===== src/crs_pkg.sv =====
// Shared types, constants and the character rank table for the card radix sorter.
`default_nettype none

package crs_pkg;

    localparam int SUIT_W       = 2;
    localparam int CHAR_W       = 64;
    localparam int CARD_W       = SUIT_W + CHAR_W;
    localparam int DIGIT_CFG_W  = 4;
    localparam int POS_W        = 3;
    localparam int KEY_W        = 4;
    localparam int RANK_BUCKETS = 11;

    localparam logic [KEY_W-1:0] RANK_OTHER = KEY_W'(10);

    // Command bundle from the controller to the datapath.
    typedef struct packed {
        logic              load_wr;
        logic              clear_cnt;
        logic              rd_en;
        logic              rd_sel;      // 0: store a is the source, 1: store b
        logic              cnt_inc;
        logic              prefix_step;
        logic [KEY_W-1:0]  prefix_idx;
        logic              scatter_wr;
        logic              suit_key;
        logic [POS_W-1:0]  key_pos;
        logic              out_ld;
        logic              out_last;
        logic              out_ovf;
    } cmd_t;

    typedef struct packed {
        logic out_free;
    } sts_t;

    // Rank order 4,5,6,7,Q,J,K,A,2,3; anything else sorts after all of them.
    function automatic logic [KEY_W-1:0] char_rank(input logic [7:0] c);
        logic [KEY_W-1:0] r;
        case (c)
            "4": r = KEY_W'(0);
            "5": r = KEY_W'(1);
            "6": r = KEY_W'(2);
            "7": r = KEY_W'(3);
            "Q": r = KEY_W'(4);
            "J": r = KEY_W'(5);
            "K": r = KEY_W'(6);
            "A": r = KEY_W'(7);
            "2": r = KEY_W'(8);
            "3": r = KEY_W'(9);
            default: r = RANK_OTHER;
        endcase
        return r;
    endfunction

endpackage

`default_nettype wire


===== src/crs_ctrl.sv =====
// Sequencer for loading, counting-sort passes and emission of the card set.
`default_nettype none

module crs_ctrl #(
    parameter int MAX_CARDS  = 64,
    parameter int MAX_DIGITS = 8
) (
    input  wire                                 aclk,
    input  wire                                 aresetn,
    input  wire                                 cfg_wr_en,
    input  wire [crs_pkg::DIGIT_CFG_W-1:0]      cfg_wr_data,
    input  wire                                 s_valid,
    input  wire                                 s_last,
    output logic                                s_ready,
    input  crs_pkg::sts_t                       sts,
    output crs_pkg::cmd_t                       cmd,
    output logic [$clog2(MAX_CARDS)-1:0]        rd_addr,
    output logic [$clog2(MAX_CARDS)-1:0]        wr_addr
);
    import crs_pkg::*;

    localparam int IDX_W = $clog2(MAX_CARDS);
    localparam int CNT_W = $clog2(MAX_CARDS + 1);

    localparam logic [2:0] S_LOAD      = 3'd0;
    localparam logic [2:0] S_CLEAR     = 3'd1;
    localparam logic [2:0] S_COUNT     = 3'd2;
    localparam logic [2:0] S_PREFIX    = 3'd3;
    localparam logic [2:0] S_SCATTER   = 3'd4;
    localparam logic [2:0] S_EMIT_RD   = 3'd5;
    localparam logic [2:0] S_EMIT_WAIT = 3'd6;

    logic [2:0]             state_reg,     state_next;
    logic [CNT_W-1:0]       cnt_reg,       cnt_next;
    logic [CNT_W-1:0]       idx_reg,       idx_next;
    logic                   rd_vld_reg,    rd_vld_next;
    logic [KEY_W-1:0]       pfx_reg,       pfx_next;
    logic [POS_W-1:0]       pos_reg,       pos_next;
    logic                   suit_pass_reg, suit_pass_next;
    logic                   src_reg,       src_next;
    logic                   dropped_reg,   dropped_next;
    logic [DIGIT_CFG_W-1:0] digits_reg;

    logic [DIGIT_CFG_W-1:0] digits_eff;
    logic [DIGIT_CFG_W-1:0] digits_m1;
    logic [CNT_W-1:0]       idx_inc;
    logic                   more_rd;

    assign digits_eff = (digits_reg > DIGIT_CFG_W'(MAX_DIGITS)) ? DIGIT_CFG_W'(MAX_DIGITS)
                                                                : digits_reg;
    assign digits_m1  = digits_eff - DIGIT_CFG_W'(1);
    assign idx_inc    = idx_reg + CNT_W'(1);
    assign more_rd    = idx_reg < cnt_reg;
    assign rd_addr    = idx_reg[IDX_W-1:0];
    assign wr_addr    = cnt_reg[IDX_W-1:0];

    always_ff @(posedge aclk) begin
        if (!aresetn) begin
            digits_reg <= DIGIT_CFG_W'(1);
        end else if (cfg_wr_en) begin
            digits_reg <= cfg_wr_data;
        end
    end

    always_comb begin
        state_next     = state_reg;
        cnt_next       = cnt_reg;
        idx_next       = idx_reg;
        rd_vld_next    = 1'b0;
        pfx_next       = pfx_reg;
        pos_next       = pos_reg;
        suit_pass_next = suit_pass_reg;
        src_next       = src_reg;
        dropped_next   = dropped_reg;
        s_ready        = 1'b0;

        cmd            = '0;
        cmd.rd_sel     = src_reg;
        cmd.suit_key   = suit_pass_reg;
        cmd.key_pos    = pos_reg;
        cmd.prefix_idx = pfx_reg;

        case (state_reg)
            S_LOAD: begin
                s_ready = 1'b1;
                if (s_valid) begin
                    if (cnt_reg < CNT_W'(MAX_CARDS)) begin
                        cmd.load_wr = 1'b1;
                        cnt_next    = cnt_reg + CNT_W'(1);
                    end else begin
                        dropped_next = 1'b1;
                    end
                    if (s_last) begin
                        src_next       = 1'b0;
                        suit_pass_next = (digits_eff == '0);
                        pos_next       = digits_m1[POS_W-1:0];
                        state_next     = S_CLEAR;
                    end
                end
            end
            S_CLEAR: begin
                cmd.clear_cnt = 1'b1;
                idx_next      = '0;
                state_next    = S_COUNT;
            end
            S_COUNT, S_SCATTER: begin
                // read one card a cycle; the key acts on the read data in the next cycle
                cmd.rd_en   = more_rd;
                rd_vld_next = more_rd;
                if (more_rd) begin
                    idx_next = idx_inc;
                end
                cmd.cnt_inc    = rd_vld_reg;
                cmd.scatter_wr = rd_vld_reg && (state_reg == S_SCATTER);
                if (!more_rd && !rd_vld_reg) begin
                    if (state_reg == S_COUNT) begin
                        pfx_next   = '0;
                        state_next = S_PREFIX;
                    end else begin
                        src_next = ~src_reg;
                        if (suit_pass_reg) begin
                            idx_next   = '0;
                            state_next = S_EMIT_RD;
                        end else begin
                            if (pos_reg == '0) begin
                                suit_pass_next = 1'b1;
                            end else begin
                                pos_next = pos_reg - POS_W'(1);
                            end
                            state_next = S_CLEAR;
                        end
                    end
                end
            end
            S_PREFIX: begin
                cmd.prefix_step = 1'b1;
                if (pfx_reg == KEY_W'(RANK_BUCKETS - 1)) begin
                    idx_next   = '0;
                    state_next = S_SCATTER;
                end else begin
                    pfx_next = pfx_reg + KEY_W'(1);
                end
            end
            S_EMIT_RD: begin
                cmd.rd_en  = 1'b1;
                state_next = S_EMIT_WAIT;
            end
            S_EMIT_WAIT: begin
                if (sts.out_free) begin
                    cmd.out_ld   = 1'b1;
                    cmd.out_last = (idx_inc == cnt_reg);
                    cmd.out_ovf  = dropped_reg;
                    if (idx_inc == cnt_reg) begin
                        cnt_next     = '0;
                        dropped_next = 1'b0;
                        state_next   = S_LOAD;
                    end else begin
                        idx_next   = idx_inc;
                        state_next = S_EMIT_RD;
                    end
                end
            end
            default: begin
                state_next = S_LOAD;
            end
        endcase
    end

    always_ff @(posedge aclk) begin
        if (!aresetn) begin
            state_reg     <= S_LOAD;
            cnt_reg       <= '0;
            idx_reg       <= '0;
            rd_vld_reg    <= 1'b0;
            pfx_reg       <= '0;
            pos_reg       <= '0;
            suit_pass_reg <= 1'b0;
            src_reg       <= 1'b0;
            dropped_reg   <= 1'b0;
        end else begin
            state_reg     <= state_next;
            cnt_reg       <= cnt_next;
            idx_reg       <= idx_next;
            rd_vld_reg    <= rd_vld_next;
            pfx_reg       <= pfx_next;
            pos_reg       <= pos_next;
            suit_pass_reg <= suit_pass_next;
            src_reg       <= src_next;
            dropped_reg   <= dropped_next;
        end
    end

`ifndef SYNTHESIS
    a_cnt_bound: assert property (@(posedge aclk) disable iff (!aresetn)
        cnt_reg <= CNT_W'(MAX_CARDS))
        else $error("card count above capacity");

    a_out_ld_free: assert property (@(posedge aclk) disable iff (!aresetn)
        cmd.out_ld |-> sts.out_free)
        else $error("result loaded over a waiting transfer");

    a_prefix_quiet: assert property (@(posedge aclk) disable iff (!aresetn)
        state_reg == S_PREFIX |-> !rd_vld_reg)
        else $error("read still in flight during prefix sum");

    a_set_done: assert property (@(posedge aclk) disable iff (!aresetn)
        cmd.out_ld && cmd.out_last |=> state_reg == S_LOAD && cnt_reg == '0 && !dropped_reg)
        else $error("set not closed after its last result");
`endif

endmodule

`default_nettype wire


===== config.mk =====
export PLATFORM = sky130hd
export DESIGN_NAME = crs_ctrl
export DESIGN_NICKNAME = d
export VERILOG_FILES = /design/src/crs_pkg.sv /design/src/crs_ctrl.sv
export SDC_FILE = /design/constraint.sdc
export NUM_CORES = 1
export LEC_CHECK = 0
export ABC_AREA = 1
export CORE_ASPECT_RATIO = 1.4
export CORE_UTILIZATION = 37
export CTS_CLUSTER_DIAMETER = 60
export DETAILED_ROUTE_END_ITERATION = 10
export DONT_BUFFER_PORTS = 1
export SETUP_SLACK_MARGIN = 0.3
export SLEW_MARGIN = 15
export SYNTH_ARGS = -nofsm -noshare
export SYNTH_HDL_FRONTEND = slang
export SYNTH_SLANG_ARGS = --single-unit

===== constraint.sdc =====
create_clock -name aclk -period 2 [get_ports aclk]
set_clock_uncertainty 0.1 [all_clocks]
set_input_delay 0.2 -clock aclk [delete_from_list [all_inputs] [get_ports aclk]]
set_output_delay 0.2 -clock aclk [all_outputs]
set_load 0.1 [all_outputs]

# After elaboration in Yosys (flattened, before gate mapping)

Index checks and enable logic that the tools add are counted.

Register bits: 32
Bits in latches: 0
Memory bits (writable): 0
Memory bits (read-only): 0
Bits of input ports: 10
Output and inout port bits: 31
Logic and storage cells: 123
Memories kept: 0

Add/subtract/negate cells: 5
Multipliers: 0
Divide/modulo/power cells: 0
Order comparisons: 3
Eq/ne operators: 22
Shifts and indexed selects: 0
Multiplexer cells: 62
Bitwise gates (word level): 1
Reductions and logical operators: 20

Operators with widths:

| operator                                          | number |
|---|---|
| 2-to-1 mux 7 bit                                  | 11 |
| 2-to-1 mux 3 bit                                  | 16 |
| inequality test 2 bit, second input constant      | 14 |
| one-hot mux 7 bit (4 select lines)                | 1 |
| 2-to-1 mux 1 bit                                  | 22 |
| AND reduction 5 bit                               | 4 |
| one-hot mux 3 bit (6 select lines)                | 1 |
| 2-to-1 mux 4 bit                                  | 4 |
| adder 7 x 1 -> 7 bit, second input constant       | 2 |
| one-hot mux 7 bit (2 select lines)                | 1 |
| == test 3 bit, second input constant              | 3 |
| one-hot mux 1 bit (2 select lines)                | 4 |
| one-hot mux 4 bit (2 select lines)                | 1 |
| AND reduction 4 bit                               | 2 |
| == test 7 bit                                     | 1 |
| less-than comparator 7 bit                        | 1 |
| less-than comparator 7 bit, second input constant | 1 |
| AND reduction 7 bit                               | 1 |
| == test 3 x 2 -> 1 bit, second input constant     | 2 |
| zero test 3 bit                                   | 2 |
| one-hot mux 3 bit (2 select lines)                | 1 |
| nonzero test 2 bit                                | 3 |
| subtractor 3 x 1 -> 3 bit, second input constant  | 2 |
| adder 4 x 1 -> 4 bit, second input constant       | 1 |
| other kinds (10)                                  | 12 |

# Logic depth before layout (Yosys ltp)

Gate-level depths: netlist of run 1.

Word-level depth: 6
Depth in mapped cells: 15

# Least setup slack after synthesis of run 1

OpenSTA, ideal clock, no wires.

Path type: reg2out
Start point: reg state_reg[0]
End point: out cmd[15] (netlist name)
Arrival time: 2813 ps
Setup slack: -1113 ps
Cell stages (with the launch flop): 4
Cell sequence: dfxtp_1 -> inv_1 -> or2_2 -> o21ai_0

RTL lines:

| element                | RTL line        | text |
|---|---|---|
| start, declared        | crs_ctrl.sv:33  | `logic [2:0] state_reg, state_next;` |
| start signal, assigned | crs_ctrl.sv:181 | `state_reg <= state_next;` |
| end, declared          | crs_ctrl.sv:16  | `output crs_pkg::cmd_t cmd,` |

==> impl_results.md, run 1 <==
* Outcome: finished, violations left
* Failing checks: setup timing
* Worst endpoint data arrival time at 1810 ps
* Core area at 6254 um2
* CP max stage delay at 380 ps
* Peak supply drop at 1.437 mV
* Final instance area at 3852 um2
* Leakage at 1.706 nW
* CTS HTree Levels at 2
* Synth area leaders: dfxtp_1, nand2_1, inv_1
* Top FF cell, synth: dfxtp_1
* Area Growth Syn to Fin at 59.12%
* Hold Path Class: input port to flop
* Max Clk Rate at 475.0 MHz
* Placed Area at 2920 um2
* Crit path cell chain: ha_4 > inv_1 > nand2_2 > nand2_2 > nand2_1 > nand2_1 > nor2_2 > nand3_2 > nor2_4 > nand3_4 > clkinvlp_4 > buf_12
* Worst Max-Slew Pin Slew at 1043 ps
* Final setup viols at 10
* Crit path setup slack, layout at -105.2 ps
* Die Ht at 97.71 um
* Startpoint types: flop
* Final nets at 465
* FP Rows at 34
* Power Dens Cells at 1683 nW/um2
* Post-synthesis cell area at 2421 um2
* Crit path max-delay cell type: dfxtp_4
* Top cell type's share of synthesized area at 0.2646
* Fin cells at 516
* N_diodes at 0
* Syn nets at 392
* CP max FO at 4
* CP Data Required Time at 1700 ps
* Final Power at 6.484 mW
* EDFF count, synth at 0
* CTS tree: yes
* Grt total ovfl at 0
* Die X at 70.37 um
* Post-DRT Antenna Nets at 0
* Fin. max-slew vios at 0
* Crit Path Class: flop to output pin
* Post-Syn Area per Cell at 6.543 um2
* GRT Resource Usage Total at 0.2380
* Clock root buffer: clkbuf_8
* # DRC at 0
* Register bit total from synthesis at 32
* Cells after synthesis at 370
* Fin crit share at 1.053
* Total Wirelength at 7974 um
* Detailed Routing Iterations Pass 1 at 4
* Crit. End Element: output pin
* Initial Utilization at 0.3872
* Routed length per instance at 15.45 um
* Cts bufs inserted at 5
* Distinct cells, synth at 40
* Die footprint at 6875 um2
* Port buffer count at 0
* Part of the Yosys area used for sequential elements at 0.2646
* Final Hold Fails at 0
* Initial antenna violation count at 0
* Vias after detailed routing at 2,723
* Vias in the first global route at 2,682
* First-pass GRT wire length at 12,880 um
* Clock Sinks at 32
* RSZ-0062 raised after global routing: yes
* Post-route minimum period at 2105 ps
* CTS clk-pin slew, worst paths at 80 ps
* Post-synth top area cell: dfxtp_1
* DRC violation total after the first TritonRoute iteration at 175
* Synth Warn # at 0
* Worst slew margin at 0.3046
* Max Cap Violations at 0
* Routability cong. at 0.8740
* Ports at 41
* Largest net degree at the start of global routing at 24
* Detail-routed via count per cell at 5.277
* Async SR Flop Fraction at 0
* HPWL Detailed at 5188 um
* Clock latency on the worst-skew pair at 290 ps
* Inst Count DP at 468
* Clock buffer depth at 2
* Share of layout cells above drive strength 1 at 0.5135
-- cell type report --
class | count | area [um2]
Inverter | 51 | 245.2
Clock buffer | 5 | 68.82
Fill cell | 511 | 2401
Multi-Input combinational cell | 270 | 1947
Timing Repair Buffer | 83 | 792.0
Tap cell | 72 | 90.09
Clock inverter | 3 | 22.52
Sequential cell | 32 | 686.9
-- cell families (layout without fill, tap and decap cells) --
kind of cell	after synthesis	after routing	share of synthesized area
AND/OR/NAND/NOR	199	201	0.3979
buffers and inverters	70	142	0.1390
AO/OA/AOI/OAI	54	54	0.1256
flip-flops	32	32	0.2646
adder cells (fa/ha/maj)	12	12	0.06201
XOR/XNOR	3	3	0.01085
-- layer usage --
| layer | part of all wire | track usage | up-vias | wire length (um) |
|---|---|---|---|---|
| met3 | 0.052 | 0.04461 | 34 | 411 |
| met5 | 0 | 0 | - | 0 |
| met2 | 0.52 | 0.4183 | 91 | 4148 |
| met1 | 0.38 | 0.2566 | 1275 | 3008 |
| li1 | - | - | 1323 | - |
| met4 | 0.051 | 0.1508 | 0 | 406 |
-- cell usage after synthesis (2+ instances only) --
cell type,count
a21oi_1,18
a21oi_2,2
buf_4,14
clkbuf_1,2
dfxtp_1,32
ha_1,12
inv_1,45
inv_2,5
nand2_1,88
nand2_2,10
nand3_1,26
nand3_2,6
nor2_1,45
nor2_2,5
nor2_4,6
nor3_1,5
o211ai_1,2
o21ai_0,21
o21ai_1,2
o22ai_1,3
xor2_1,2
-- cells in the final DEF (no fill, tap or decap), drive strengths merged, types with 4 or more instances in the layout --
| master | instances |
|---|---|
| dlygate4sd3 | 4 |
| ha | 12 |
| clkbuf | 5 |
| nand3 | 34 |
| dfxtp | 32 |
| a21oi | 20 |
| nor3 | 5 |
| inv | 47 |
| o21ai | 24 |
| nand2 | 100 |
| clkinvlp | 4 |
| nor2 | 57 |
| buf | 78 |
-- per-stage QoR --
stage                     setup slack, ps  utilization  hold WS [ps]  TNS, ps
after floorplan                    -106.6            -         222.1   -173.7
after global placement             -7.650       0.4670         196.2   -9.356
after detailed placement           -34.77       0.4670         202.9   -223.0
after CTS                          -103.4       0.5816         2.349   -333.6
after global routing               -221.8       0.6160         32.38    -2351
final                              -105.2       0.6160         5.811   -500.9
-- report_power, final --
group	switching [mW]	internal [mW]
sequential	0.193	0.838
clock	0.293	0.248
combinational	3.24	1.67
-- worst max-delay path, delay by kind of cell (launching register included) --
family                   cells  cell delay [ps]
AND/OR/NAND/NOR              8              630
buffers and inverters        3              330
flip-flops                   1              380
adder cells (fa/ha/maj)      1              150
-- path summary, 6_finish.rpt --
kind / startpoint / end / slack [ps] / cells after the start
worst max-delay path: idx_reg[0] / cmd[1] / -110 / 12
worst min-delay path: cfg_wr_data[2] / digits_reg[2] / 6 / 2
worst max register to register: idx_reg[0] / cnt_reg[1] / -80 / 16
worst min register to register: digits_reg[1] / digits_reg[1] / 390 / 2
-- timing repair --
action | in CTS | in global routing
hold endpoints to repair | 26 | 1
pin swaps | 34 | 14
endpoints found under the setup margin | 34 | 35
hold buffers | 4 | 1
gates cloned | 2 | 0
setup buffers | 22 | 11
resized for setup | 104 | 32
No activity file was read; power rests on OpenSTA's default activity.
==> run 2: changes to the inputs <==
Settings changed: CELL_PAD_IN_SITES_DETAIL_PLACEMENT set to 1, CELL_PAD_IN_SITES_GLOBAL_PLACEMENT set to 1, CORE_UTILIZATION 37 to 40, PLACE_DENSITY_LB_ADDON set to 0.1, SETUP_SLACK_MARGIN 0.3 to not set.
==> impl_results.md, run 2 (synthesis results as in run 1) <==
* CP max FO at 4 (unchanged)
* Clock Sinks at 32 (unchanged)
* Worst endpoint data arrival time at 1930 ps (+120 ps)
* Share of layout cells above drive strength 1 at 0.4989 (-0.01465)
* Clock root buffer: clkbuf_8
* CP Data Required Time at 1700 ps (about the same)
* Top Usage Layer GRT: met2
* Fin. max-slew vios at 0 (unchanged)
* Initial antenna violation count at 0 (unchanged)
* Commonest non-fill, non-tap cell in the layout: nand2_1
* Worst slew margin at 0.3369 (+0.03225)
* Max Cap Violations at 0 (unchanged)
* Largest net degree at the start of global routing at 23 (-4.2%)
* Final nets at 460 (-1.1%)
* CTS clk-pin slew, worst paths at 80 ps (about the same)
* Grt total ovfl at 0 (unchanged)
* Most frequent cells in the layout: nand2_1, buf_4, nor2_1
* Fin crit share at 1.114 (+0.06176)
* Routability cong. at 0.8895 (+1.8%)
* Fillers at 735 (+44%)
* Reg2reg setup slack at -200 ps (-120 ps)
* Critical path's top delay family: simple AND/OR/NAND/NOR gates
* Hold Path Class: input port to flop
* Post-route minimum period at 2229 ps (+123.5 ps)
* Core area at 5863 um2 (-6.2%)
* Outcome: finished, violations left
* Final Hold Fails at 0 (unchanged)
* Met1 Use GR at 0.2777 (+0.02118)
* Peak supply drop at 1.164 mV (-19%)
* Crit Path Class: flop to output pin
* Die X at 67.75 um (-3.7%)
* Failing checks: setup timing
* GR Util met2 at 0.5899 (+0.1716)
* Multi-input logic area at 1887 um2 (-3.1%)
* Die footprint at 6372 um2 (-7.3%)
* Vias after detailed routing at 2,835 (+4.1%)
* Detailed Routing Iterations Pass 1 at 4 (unchanged)
* Routed length per instance at 20.48 um (+33%)
* Cts bufs inserted at 5 (unchanged)
* Area Growth Syn to Fin at 50.03%
* # DRC at 0 (unchanged)
* Crit path cell chain: buf_6 > nand3_4 > o21ai_4 > nand2_2 > nand2_2 > nand2_2 > nor2_4 > nand3_4 > clkinvlp_4 > buf_12
* Vias in the first global route at 2,978 (+11%)
* RSZ-0062 raised after global routing: yes
* Max Clk Rate at 448.7 MHz (-5.5%)
* Port buffer count at 0 (unchanged)
* Core Util, Final at 0.6195 (+0.003459)
* GRT Resource Usage Total at 0.3063 (+0.06830)
* DRC violation total after the first TritonRoute iteration at 120 (-31%)
* N_diodes at 0 (unchanged)
* Grt met3 use at 0.06189 (+0.01729)
* Post-DRT Antenna Nets at 0 (unchanged)
* Leakage at 1.615 nW (-5.3%)
* Crit. End Element: output pin
* Ports at 41 (unchanged)
* Crit path setup slack, layout at -228.7 ps (-123.5 ps)
* Hold slack at 8.211 ps (+2.400 ps)
* Hold_sp: cfg_wr_data[2]
* Power Dens Cells at 1835 nW/um2 (+9.0%)
* Die Ht at 94.06 um (-3.7%)
* Worst setup path start: idx_reg[0]
* WP buf/inv at 3 (unchanged)
* CTS tree: yes
* FP Rows at 33 (-2.9%)
* Startpoint types: flop
* Clock latency on the worst-skew pair at 290 ps (about the same)
* Reg area at 675.6 um2 (-1.6%)
* Inst Count DP at 473 (+1.1%)
* Final setup viols at 26 (+16)
* Initial Utilization at 0.4129 (+0.02578)
* CP max stage delay at 390 ps (about the same)
* Clock buffer depth at 2 (unchanged)
* Crit path max-delay cell type: dfxtp_4
* Detail-routed via count per cell at 5.570 (+5.5%)
* Fin cells at 509 (-1.4%)
* HPWL Detailed at 6124 um (+18%)
* Total Wirelength at 10,430 um (+31%)
* FF-to-FF Start: idx_reg[0]
* Worst Max-Slew Pin Slew at 994.7 ps (-48.37 ps)
* Most used cell, CP: nand2_2
* First-pass GRT wire length at 14,180 um (+10%)
* CTS HTree Levels at 2 (unchanged)
==> run 2: layout make-up <==
class / count / share of cell area
flip-flops and latches: 32 / 0.1860
multi-input cells: 270 / 0.5195
inverters: 51 / 0.05994
clock inverters: 3 / 0.005167
clock buffers: 5 / 0.01895
repair buffers: 78 / 0.1864
well taps: 70 / 0.02411
==> run 2: timing repair <==
action                                  in CTS  in global routing
gates resized for setup                     57                 69
cloned                                       1                  1
pin swaps                                   31                 35
endpoints found under the hold margin       23                  3
hold buffers                                 3                  1
buffers inserted                            16                  8
endpoints found under the setup margin      23                 32
==> run 2: path summary, 6_finish.rpt <==
check | to | depth (start not counted)
worst min register to register | digits_reg[3] | 2
worst max register to register | cnt_reg[3] | 14
worst min-delay path | digits_reg[2] | 2
worst max-delay path | cmd[1] | 10
==> run 2: where the power goes <==
part	internal (mW)	switching, mW
registers	0.831	0.184
logic	1.67	3.46
clock network	0.243	0.283
total	2.74	3.92
==> run 2: per-stage QoR <==
stage	setup TNS, ps	area, um2	setup slack, ps	power, mW
after CTS	-750.0	3344	-149.0	6.066
after detailed placement	-916.7	2887	-111.8	4.872
after global routing	-5359	3632	-303.7	7.029
after floorplan	-224.4	2515	-106.8	3.972
after global placement	-528.7	2887	-125.3	4.768
final	-2664	3632	-228.7	6.664
==> run 2: per-layer routing <==
metal | share of wire | routed length [um] | vias to the layer above
met3 | 0.046 | 477 | 60
met1 | 0.33 | 3450 | 1358
li1 | - | - | 1313
met4 | 0.073 | 763 | 0
met2 | 0.55 | 5734 | 104
met5 | 0 | 0 | -
